## config.mk

```make
export PLATFORM = sky130hd
export DESIGN_NAME = hwfir_front
export DESIGN_NICKNAME = d
export VERILOG_FILES = /design/src/hdl/hwfir_pkg.sv /design/src/hdl/hwfir_front.sv
export SDC_FILE = /design/constraint.sdc
export NUM_CORES = 1
export LEC_CHECK = 0
export BUFFER_PORTS_ARGS = -buffer_cell sky130_fd_sc_hd__buf_2
export CAP_MARGIN = 20
export CELL_PAD_IN_SITES_DETAIL_PLACEMENT = 2
export CELL_PAD_IN_SITES_GLOBAL_PLACEMENT = 2
export CORE_MARGIN = 3
export CORE_UTILIZATION = 38
export CTS_BUF_LIST = sky130_fd_sc_hd__clkbuf_2
export DETAILED_ROUTE_END_ITERATION = 16
export GPL_TIMING_DRIVEN = 1
export PLACE_DENSITY_LB_ADDON = 0.1
export SYNTH_ARGS = -nofsm -noshare
export SYNTH_HDL_FRONTEND = slang
export SYNTH_SLANG_ARGS = --single-unit
```

## constraint.sdc

```tcl
create_clock -name clk -period 6.1 [get_ports clk]
set_input_delay 1.525 -clock clk [delete_from_list [all_inputs] [get_ports clk]]
set_output_delay 1.525 -clock clk [all_outputs]
set_load 0.02 [all_outputs]
```

## src/hdl/hwfir_pkg.sv

```systemverilog
// Package: constants, types and coefficient functions of the Hann window FIR filter.
package hwfir_pkg;

	localparam int MAX_TAPS       = 40;
	localparam int COEF_FRAC_BITS = 16;
	localparam int OUT_FRAC_BITS  = 16;
	localparam int SMP_W          = 8;
	localparam int LEN_W          = 16;
	localparam int OUT_W          = 24;
	localparam int OFS_W          = 5;
	localparam int COEF_W         = COEF_FRAC_BITS - 3;
	localparam int PROD_W         = SMP_W + COEF_W;
	localparam int SUM_W          = COEF_FRAC_BITS + SMP_W + 1;
	localparam int RES_W          = SUM_W - COEF_FRAC_BITS + OUT_FRAC_BITS;
	localparam int GROUP          = 8;
	localparam int NUM_GRP        = (MAX_TAPS + GROUP - 1) / GROUP;
	localparam int TAB_LEN        = 40;

	localparam logic [LEN_W-1:0] LEN_MIN = 16'd400;
	localparam logic [LEN_W-1:0] LEN_30  = 16'd500;
	localparam logic [LEN_W-1:0] LEN_40  = 16'd700;

	localparam logic [1:0] WIN_20 = 2'd0;
	localparam logic [1:0] WIN_30 = 2'd1;
	localparam logic [1:0] WIN_40 = 2'd2;

	localparam int unsigned WIN20_MU [TAB_LEN] = '{
		0, 2850, 11100, 23840, 39710, 56980, 73770, 88280, 98920, 104550,
		104550, 98920, 88280, 73770, 56980, 39710, 23840, 11100, 2850, 0,
		0, 0, 0, 0, 0, 0, 0, 0, 0, 0,
		0, 0, 0, 0, 0, 0, 0, 0, 0, 0};
	localparam int unsigned WIN30_MU [TAB_LEN] = '{
		0, 806, 3187, 7031, 12159, 18331, 25258, 32616, 40061, 47246,
		53834, 59517, 64030, 67160, 68763, 68763, 67160, 64030, 59517, 53834,
		47246, 40061, 32616, 25258, 18331, 12159, 7031, 3187, 806, 0,
		0, 0, 0, 0, 0, 0, 0, 0, 0, 0};
	localparam int unsigned WIN40_MU [TAB_LEN] = '{
		0, 332, 1320, 2937, 5142, 7879, 11075, 14649, 18507, 22550,
		26673, 30770, 34733, 38462, 41858, 44834, 47313, 49230, 50537, 51199,
		51199, 50537, 49230, 47313, 44834, 41858, 38462, 34733, 30770, 26673,
		22550, 18507, 14649, 11075, 7879, 5142, 2937, 1320, 332, 0};

	typedef logic [MAX_TAPS-1:0][SMP_W-1:0] hist_t;

	typedef struct packed {
		logic       valid;
		logic [1:0] sel;
		logic       last;
	} ctrl_t;

	function automatic longint unsigned win_mu(logic [1:0] sel, int idx);
		longint unsigned mu;
		mu = 0;
		if (idx < TAB_LEN) begin
			case (sel)
				WIN_20:  mu = longint'(WIN20_MU[idx]);
				WIN_30:  mu = longint'(WIN30_MU[idx]);
				default: mu = longint'(WIN40_MU[idx]);
			endcase
		end
		return mu;
	endfunction

	// Millionths to Q0.COEF_FRAC_BITS, round to nearest.
	function automatic logic [COEF_W-1:0] win_coef(logic [1:0] sel, int idx);
		longint unsigned scaled;
		scaled = (win_mu(sel, idx) << COEF_FRAC_BITS) + 64'd500000;
		return COEF_W'(scaled / 64'd1000000);
	endfunction

	function automatic logic [OFS_W-1:0] group_offset(logic [1:0] sel);
		logic [OFS_W-1:0] ofs;
		case (sel)
			WIN_20:  ofs = 5'd9;
			WIN_30:  ofs = 5'd14;
			default: ofs = 5'd19;
		endcase
		return ofs;
	endfunction

endpackage

```

## src/hdl/hwfir_front.sv

```systemverilog
// Input stage: length register, block sample count, delay line and window select.
module hwfir_front (
	input  logic                          clk,
	input  logic                          arst_n,
	input  logic                          s_tvalid,
	output logic                          s_tready,
	input  logic [hwfir_pkg::SMP_W-1:0]   s_tdata,
	input  logic                          s_tuser,
	input  logic                          cfg_we,
	input  logic [hwfir_pkg::LEN_W-1:0]   cfg_wdata,
	input  logic                          s2_free,
	output hwfir_pkg::hist_t              hist,
	output hwfir_pkg::ctrl_t              ctrl
);
	import hwfir_pkg::*;

	logic [LEN_W-1:0] len_q;
	logic [LEN_W-1:0] count_q;
	hist_t            hist_q;
	logic             valid_s1;
	logic [1:0]       sel_s1;
	logic             last_s1;

	logic             accept;
	logic             len_ok;
	logic [LEN_W-1:0] base_cnt;
	logic [LEN_W-1:0] next_cnt;
	hist_t            hist_base;
	logic [1:0]       sel;

	assign s_tready = !valid_s1 || s2_free;
	assign accept   = s_tvalid && s_tready;
	assign len_ok   = len_q >= LEN_MIN;

	always_comb begin
		base_cnt  = s_tuser ? '0 : count_q;
		hist_base = s_tuser ? '0 : hist_q;
		next_cnt  = (base_cnt == {LEN_W{1'b1}}) ? base_cnt : base_cnt + 1'b1;
		if (len_q < LEN_30) begin
			sel = WIN_20;
		end else if (len_q < LEN_40) begin
			sel = WIN_30;
		end else begin
			sel = WIN_40;
		end
	end

	always_ff @(posedge clk or negedge arst_n) begin
		if (!arst_n) begin
			len_q    <= '0;
			count_q  <= '0;
			hist_q   <= '0;
			valid_s1 <= 1'b0;
		end else begin
			if (cfg_we) begin
				len_q <= cfg_wdata;
			end
			if (accept) begin
				valid_s1 <= len_ok;
				if (len_ok) begin
					hist_q  <= {hist_base[MAX_TAPS-2:0], s_tdata};
					count_q <= next_cnt;
				end else begin
					hist_q  <= hist_base;
					count_q <= base_cnt;
				end
			end else if (s2_free) begin
				valid_s1 <= 1'b0;
			end
		end
	end

	always_ff @(posedge clk) begin
		if (accept) begin
			sel_s1  <= sel;
			last_s1 <= next_cnt == len_q;
		end
	end

	assign hist = hist_q;
	assign ctrl = '{valid: valid_s1, sel: sel_s1, last: last_s1};

endmodule

```

## After elaboration in Yosys (flattened, before gate mapping)

Cells that the tools add are included.

- $add $sub $neg: 1
- Magnitude comparators: 3
- Eq/ne operators: 2
- Multiplexer cells: 8
- Reductions and logical operators: 6

Operator list:

| operator | count |
|---|---|
| 320-bit two-way mux | 2 |
| 16-bit two-way mux | 3 |
| 16-bit by 1-bit adder with 16-bit output, second input constant | 1 |
| 16-bit equality test | 1 |
| 16-bit equality test, second input constant | 1 |
| 16-bit by 9-bit greater-or-equal comparator with 1-bit output, second input constant | 1 |
| 16-bit by 10-bit less-than comparator with 1-bit output, second input constant | 1 |
| 16-bit by 9-bit less-than comparator with 1-bit output, second input constant | 1 |
| 2-bit nonzero test | 2 |
| 1-bit two-way mux | 2 |
| 2-bit two-way mux | 1 |
| 2-bit AND reduction | 1 |
| 1-bit logical AND | 1 |
| 1-bit zero test | 1 |
| 1-bit logical OR | 1 |

- Register bits after elaboration: 356
- Input bits: 30
- Output and inout bits: 325
- Word-level logic and storage cells: 65

## Logic depth before layout (Yosys ltp)

- Depth after elaboration: 4
- Depth in mapped cells: 12
- Depth with buffers taken out: 10

## Least setup slack after synthesis

No wires, ideal clock.

- Path type: input to register
- Start point: in s_tuser
- End point: reg last_s1, data pin
- Arrival: 3.559 ns
- Data required time: 5.834 ns
- Path slack: 2.275 ns
- Cell stages on the path: 10
- Buffers on the path: 2
- Cells stage by stage: buf_6 buf_2 nor2b_1 ha_1 nand3_1 nor4_4 a2111oi_2 mux2_1 o2111ai_1 nor4_2

- Word-level cells in the longest chain between the ends: 4

RTL lines:

| item | RTL line | text |
|---|---|---|
| from (decl) | hwfir_front.sv:8 | `input logic s_tuser,` |
| 16-bit two-way mux * | hwfir_front.sv:36 | `base_cnt = s_tuser ? '0 : count_q;` |
| 16-bit by 1-bit adder with 16-bit output or 16-bit equality test (tied branches) | hwfir_front.sv:38 | `next_cnt = (base_cnt == {LEN_W{1'b1}}) ? base_cnt : base_cnt + 1'b1;` |
| 16-bit two-way mux * | hwfir_front.sv:38 |  |
| 16-bit equality test * | hwfir_front.sv:76 | `last_s1 <= next_cnt == len_q;` |
| to (signal assigned) | hwfir_front.sv:76 |  |
| to (decl) | hwfir_front.sv:22 | `logic last_s1;` |

Mark *: on every way between the ends. The rest lies on a longest branch, timed or not.
A chain may end at the register's enable or synchronous reset.

## Worst setup path after layout

- Start point: in s_tuser
- End point: reg count_q[11]

- Word-level cells in the longest chain between the ends: 4

RTL lines:

| item | RTL line | text |
|---|---|---|
| 16-bit two-way mux * | hwfir_front.sv:36 |  |
| 16-bit by 1-bit adder with 16-bit output or 16-bit equality test (tied branches) | hwfir_front.sv:38 |  |
| 16-bit two-way mux | hwfir_front.sv:38 |  |
| 16-bit two-way mux * | hwfir_front.sv:60 | `if (len_ok) begin` |
| to (signal assigned) | hwfir_front.sv:62 | `count_q <= next_cnt;` |
| to (signal assigned) | hwfir_front.sv:65 | `count_q <= base_cnt;` |
| to (decl) | hwfir_front.sv:18 | `logic [LEN_W-1:0] count_q;` |

Marked as above.

==> qor_table.md <==
| Metric | Value |
| --- | --- |
| Maximum net fanout on the critical path | 132 |
| First-pass GRT wire length | 96.6 mm |
| Post-DRT Antenna Nets | 0 |
| Maximum number of buffers from clock root to sink | 3 |
| Number of enable-type register cells in the synthesized netlist | 3 |
| Worst IR drop on VDD | 0.000118 V |
| Period utilisation layout | 59.2% |
| Max-Cap Viols | 0 |
| Number of instances in the synthesized netlist | 1722 |
| Cell count of the worst reg-to-reg path | 6 |
| Synth unique cells | 74 |
| Synthesized area | 16800 um2 |
| Pin slew with the least headroom to its limit | 925 ps |
| Worst Min Path Start | hist[319] |
| Via count of the first global-routing pass | 16500 |
| Number of clock buffers inserted by TritonCTS | 100 |
| WS Path Type | in2reg |
| Fin crit period | 3610 ps |
| Leakage power total | 9.00 nW |
| Worst setup slack after placement | 1460 ps |
| Hold path cells | 2 |
| Critical Path RT | 6890 ps |
| Synthesized net count | 1753 |
| Final TNS setup | 0 ps |
| Placeable core region | 43400 um2 |
| CTS H-Tree Depth | 3 |
| Critical path origin | s_tuser |
| Max Fclk | 0.277 GHz |
| Setup repair after global routing missed its margin | no |
| NumNets Final | 2059 |
| Class of the tightest hold or removal check | reg2reg |
| R2r startpoint | len_q[15] |
| Per-cell routed wire length | 23.0 um |
| Initial core utilization | 38.7% |
| Post CTS Setup Buffer Count | 0 |
| Proportion of layout cells with a drive suffix above 1 | 26.9% |
| Maximum number of pins on one net before global-route repair | 172 |
| Setup violation total in the final timing report | 0 |
| Master of the slowest instance on the critical path | sky130_fd_sc_hd__a2111oi_2 |
| Clock-pin transition on the worst setup and hold timing paths | 90 ps |
| Clock root cell | sky130_fd_sc_hd__clkbuf_2 |
| Buffers added on ports | 354 |
| Ratio of total power to cell area | 244 nW/um2 |
| Signal arrival time at the worst endpoint | 4400 ps |
| Endpoint class of the critical path | flop |
| Pre-Repair DR Iteration Count | 5 |
| Total power consumption of the routed design | 4.75 mW |
| Count of clock tree sinks | 356 |
| Number of warnings printed during yosys synthesis | 0 |
| Total global routing track utilization | 25.8% |
| Commonest register cell after synthesis | sky130_fd_sc_hd__dfrtp_1 |
| Detail Placement HPWL | 39.6 mm |
| Syn avg cell area | 9.73 um2 |
| Critical-path cell list | buf_8 > inv_1 > nand2_1 > inv_1 > ha_1 > nand3_1 > nor4_4 > a2111oi_2 > nand3_1 > mux2i_1 > o22ai_1 |
| CTS tree | yes |
| Final hold violation count | 0 |
| Area enclosed by the die boundary | 46700 um2 |
| Outcome | finished, final reports clean |
| Slew HR | 38.3% |
| Post-synthesis to final-layout area growth | 16.1% |
| Cell type group with the largest total delay on the critical path | buffers and inverters |
| Residual overflow from global routing | 0 |
| Kind of launch point of the worst setup path | input pin |
| Vias per inst | 5.73 |
| Slack of the worst reg-to-reg path | 2810 ps |
| Antenna violations before repair | 2 |
| Setup skew after layout | 107 ps |
| Die span in y | 216 um |
| Overall die width | 216 um |
| Post-detailed-routing wire length | 61.8 mm |
| Number of placement rows | 76 |
| Count of pins over their slew limit | 0 |
| Capture endpoint of the worst hold path | hist[319] |
| Number of buffers added to fix hold violations after cts | 0 |
| Total buffers and inverters traversed by the critical path | 3 |
| Global placer's final weighted congestion | 0.882 |
| Portion of the post-synthesis area used by sequential elements | 53.2% |
| Insertion delay to the later sink of the worst-skew pair | 1040 ps |
| FFs w/ async S/R, synth | 99.2% |
| Final WS setup | 2490 ps |
| Critical path's largest stage delay | 570 ps |
| Drt initial violations | 1061 |
| Count of vias placed by the detailed router | 15400 |
| Resized Gates After CTS | 0 |
| Residual DRC count | 0 |
| # IOs | 355 |
| Number of synthesized register bits | 356 |
| R2R Path End | hist[158] |
cells by family (layout without fill, tap and decap cells):
logic type	after synthesis	count (layout)	synth area share, %
AOI/OAI and AO/OA	717	717	27.5
xor gates and xnor gates	11	11	0.575
adders and majority gates	1	1	0.0746
buffers and inverters	177	555	5.64
DFF	356	356	53.2
muxes	25	25	1.60
other	0	1	0
and+or+nand+nor	435	435	11.4
routing by layer:
layer	global-route usage [%]	vias up	wire (um)
met5	0	-	11
met4	8.32	2	1420
met3	6.87	87	3650
met2	42.1	339	29600
met1	33.6	7994	27100
li1	-	6968	-
cell usage after synthesis, drive strengths merged (3+ instances only):
cell	n	area (um2)
nor4	5	67.6
a31oi	4	25.0
o22ai	4	25.0
nand3	11	55.1
o2111ai	5	43.8
edfxtp	3	90.1
a21oi	11	58.8
nand2b	5	31.3
nor3	6	30.0
a21o	3	22.5
a211oi	3	22.5
mux2i	11	110
dfrtp	353	8830
o21ai	337	1690
buf	82	588
nand4b	4	56.3
a22oi	313	2350
xnor2	10	87.6
inv	9	33.8
o41a	4	45.0
nand2	341	1280
a2111oi	4	53.8
nor2b	8	52.6
and3	6	37.5
mux2	14	158
clkbuf	85	319
a22o	8	70.1
and4b	3	31.3
nor2	25	101
nand4	8	65.1
a311oi	3	26.3
power breakdown:
| part | internal, mW | switching (mW) | total [mW] |
|---|---|---|---|
| logic | 0.122 | 0.348 | 0.469 |
| clock network | 0.712 | 1.06 | 1.77 |
| registers | 2.41 | 0.0974 | 2.51 |
| total | 3.25 | 1.50 | 4.75 |
final cells by class:
cell class / count / area [um2]
inverters: 10 / 37.5
clock buffers: 157 / 786
well taps: 585 / 732
repair buffers: 371 / 1980
fillers: 4829 / 23900
multi-input cells: 1189 / 6900
diodes: 1 / 2.50
clock inverters: 17 / 95.1
flip-flops and latches: 356 / 8920
flip-flops by register name (all words and copies together) (netlist names):
signal / count
count_q: 16
valid_s1: 1
last_s1: 1
len_q: 16
hist: 320
sel_s1: 2
layout by cell type, fill, tap and decap left out, types with 3 or more instances in the layout:
cell / count
sky130_fd_sc_hd__a2111oi_2: 3
sky130_fd_sc_hd__a211oi_1: 3
sky130_fd_sc_hd__a21o_1: 3
sky130_fd_sc_hd__a21oi_1: 10
sky130_fd_sc_hd__a22o_1: 8
sky130_fd_sc_hd__a22oi_1: 313
sky130_fd_sc_hd__a311oi_1: 3
sky130_fd_sc_hd__a31oi_1: 4
sky130_fd_sc_hd__and3_1: 6
sky130_fd_sc_hd__buf_12: 5
sky130_fd_sc_hd__buf_2: 352
sky130_fd_sc_hd__buf_4: 12
sky130_fd_sc_hd__clkbuf_2: 157
sky130_fd_sc_hd__clkinv_1: 15
sky130_fd_sc_hd__dfrtp_1: 353
sky130_fd_sc_hd__edfxtp_1: 3
sky130_fd_sc_hd__inv_1: 9
sky130_fd_sc_hd__mux2_2: 13
sky130_fd_sc_hd__mux2i_1: 11
sky130_fd_sc_hd__nand2_1: 339
sky130_fd_sc_hd__nand2b_1: 5
sky130_fd_sc_hd__nand3_1: 11
sky130_fd_sc_hd__nand4_1: 7
sky130_fd_sc_hd__nor2_1: 24
sky130_fd_sc_hd__nor2b_1: 7
sky130_fd_sc_hd__nor3_1: 6
sky130_fd_sc_hd__o2111ai_1: 5
sky130_fd_sc_hd__o21ai_0: 277
sky130_fd_sc_hd__o21ai_1: 60
sky130_fd_sc_hd__o22ai_1: 4
sky130_fd_sc_hd__o41a_1: 4
sky130_fd_sc_hd__xnor2_1: 10
worst max-delay path by stage:
stage / slack, ps / cells after the start / end
3_3_place_gp: 1540 / 11 / last_s1
3_5_place_dp: 1460 / 11 / last_s1
5_1_grt: 2270 / 11 / count_q[11]
4_1_cts: 2560 / 3 / s_tready
6_report: 2490 / 11 / count_q[11]
2_1_floorplan: 2280 / 10 / last_s1
worst register-to-register path, cell delays in order, from the launching register on:
cell	delay, ps
sky130_fd_sc_hd__dfrtp_1	470
sky130_fd_sc_hd__nor4_1	500
sky130_fd_sc_hd__and4b_4	410
sky130_fd_sc_hd__buf_4	510
sky130_fd_sc_hd__buf_4	830
sky130_fd_sc_hd__a22oi_1	280
sky130_fd_sc_hd__o21ai_0	240
per-stage QoR:
| stage | instances | utilization [%] | instance area (um2) | hold WS, ps |
|---|---|---|---|---|
| 2_1_floorplan | 1722 | - | 16800 | 502 |
| 3_3_place_gp | 2511 | 42.8 | 18600 | 485 |
| 3_5_place_dp | 2511 | 42.8 | 18600 | 503 |
| 4_1_cts | 2685 | 44.9 | 19500 | 445 |
| 5_1_grt | 2686 | 44.9 | 19500 | 509 |
| 6_report | 2686 | 44.9 | 19500 | 524 |
Note: power is estimated with default switching activity, not from simulation.
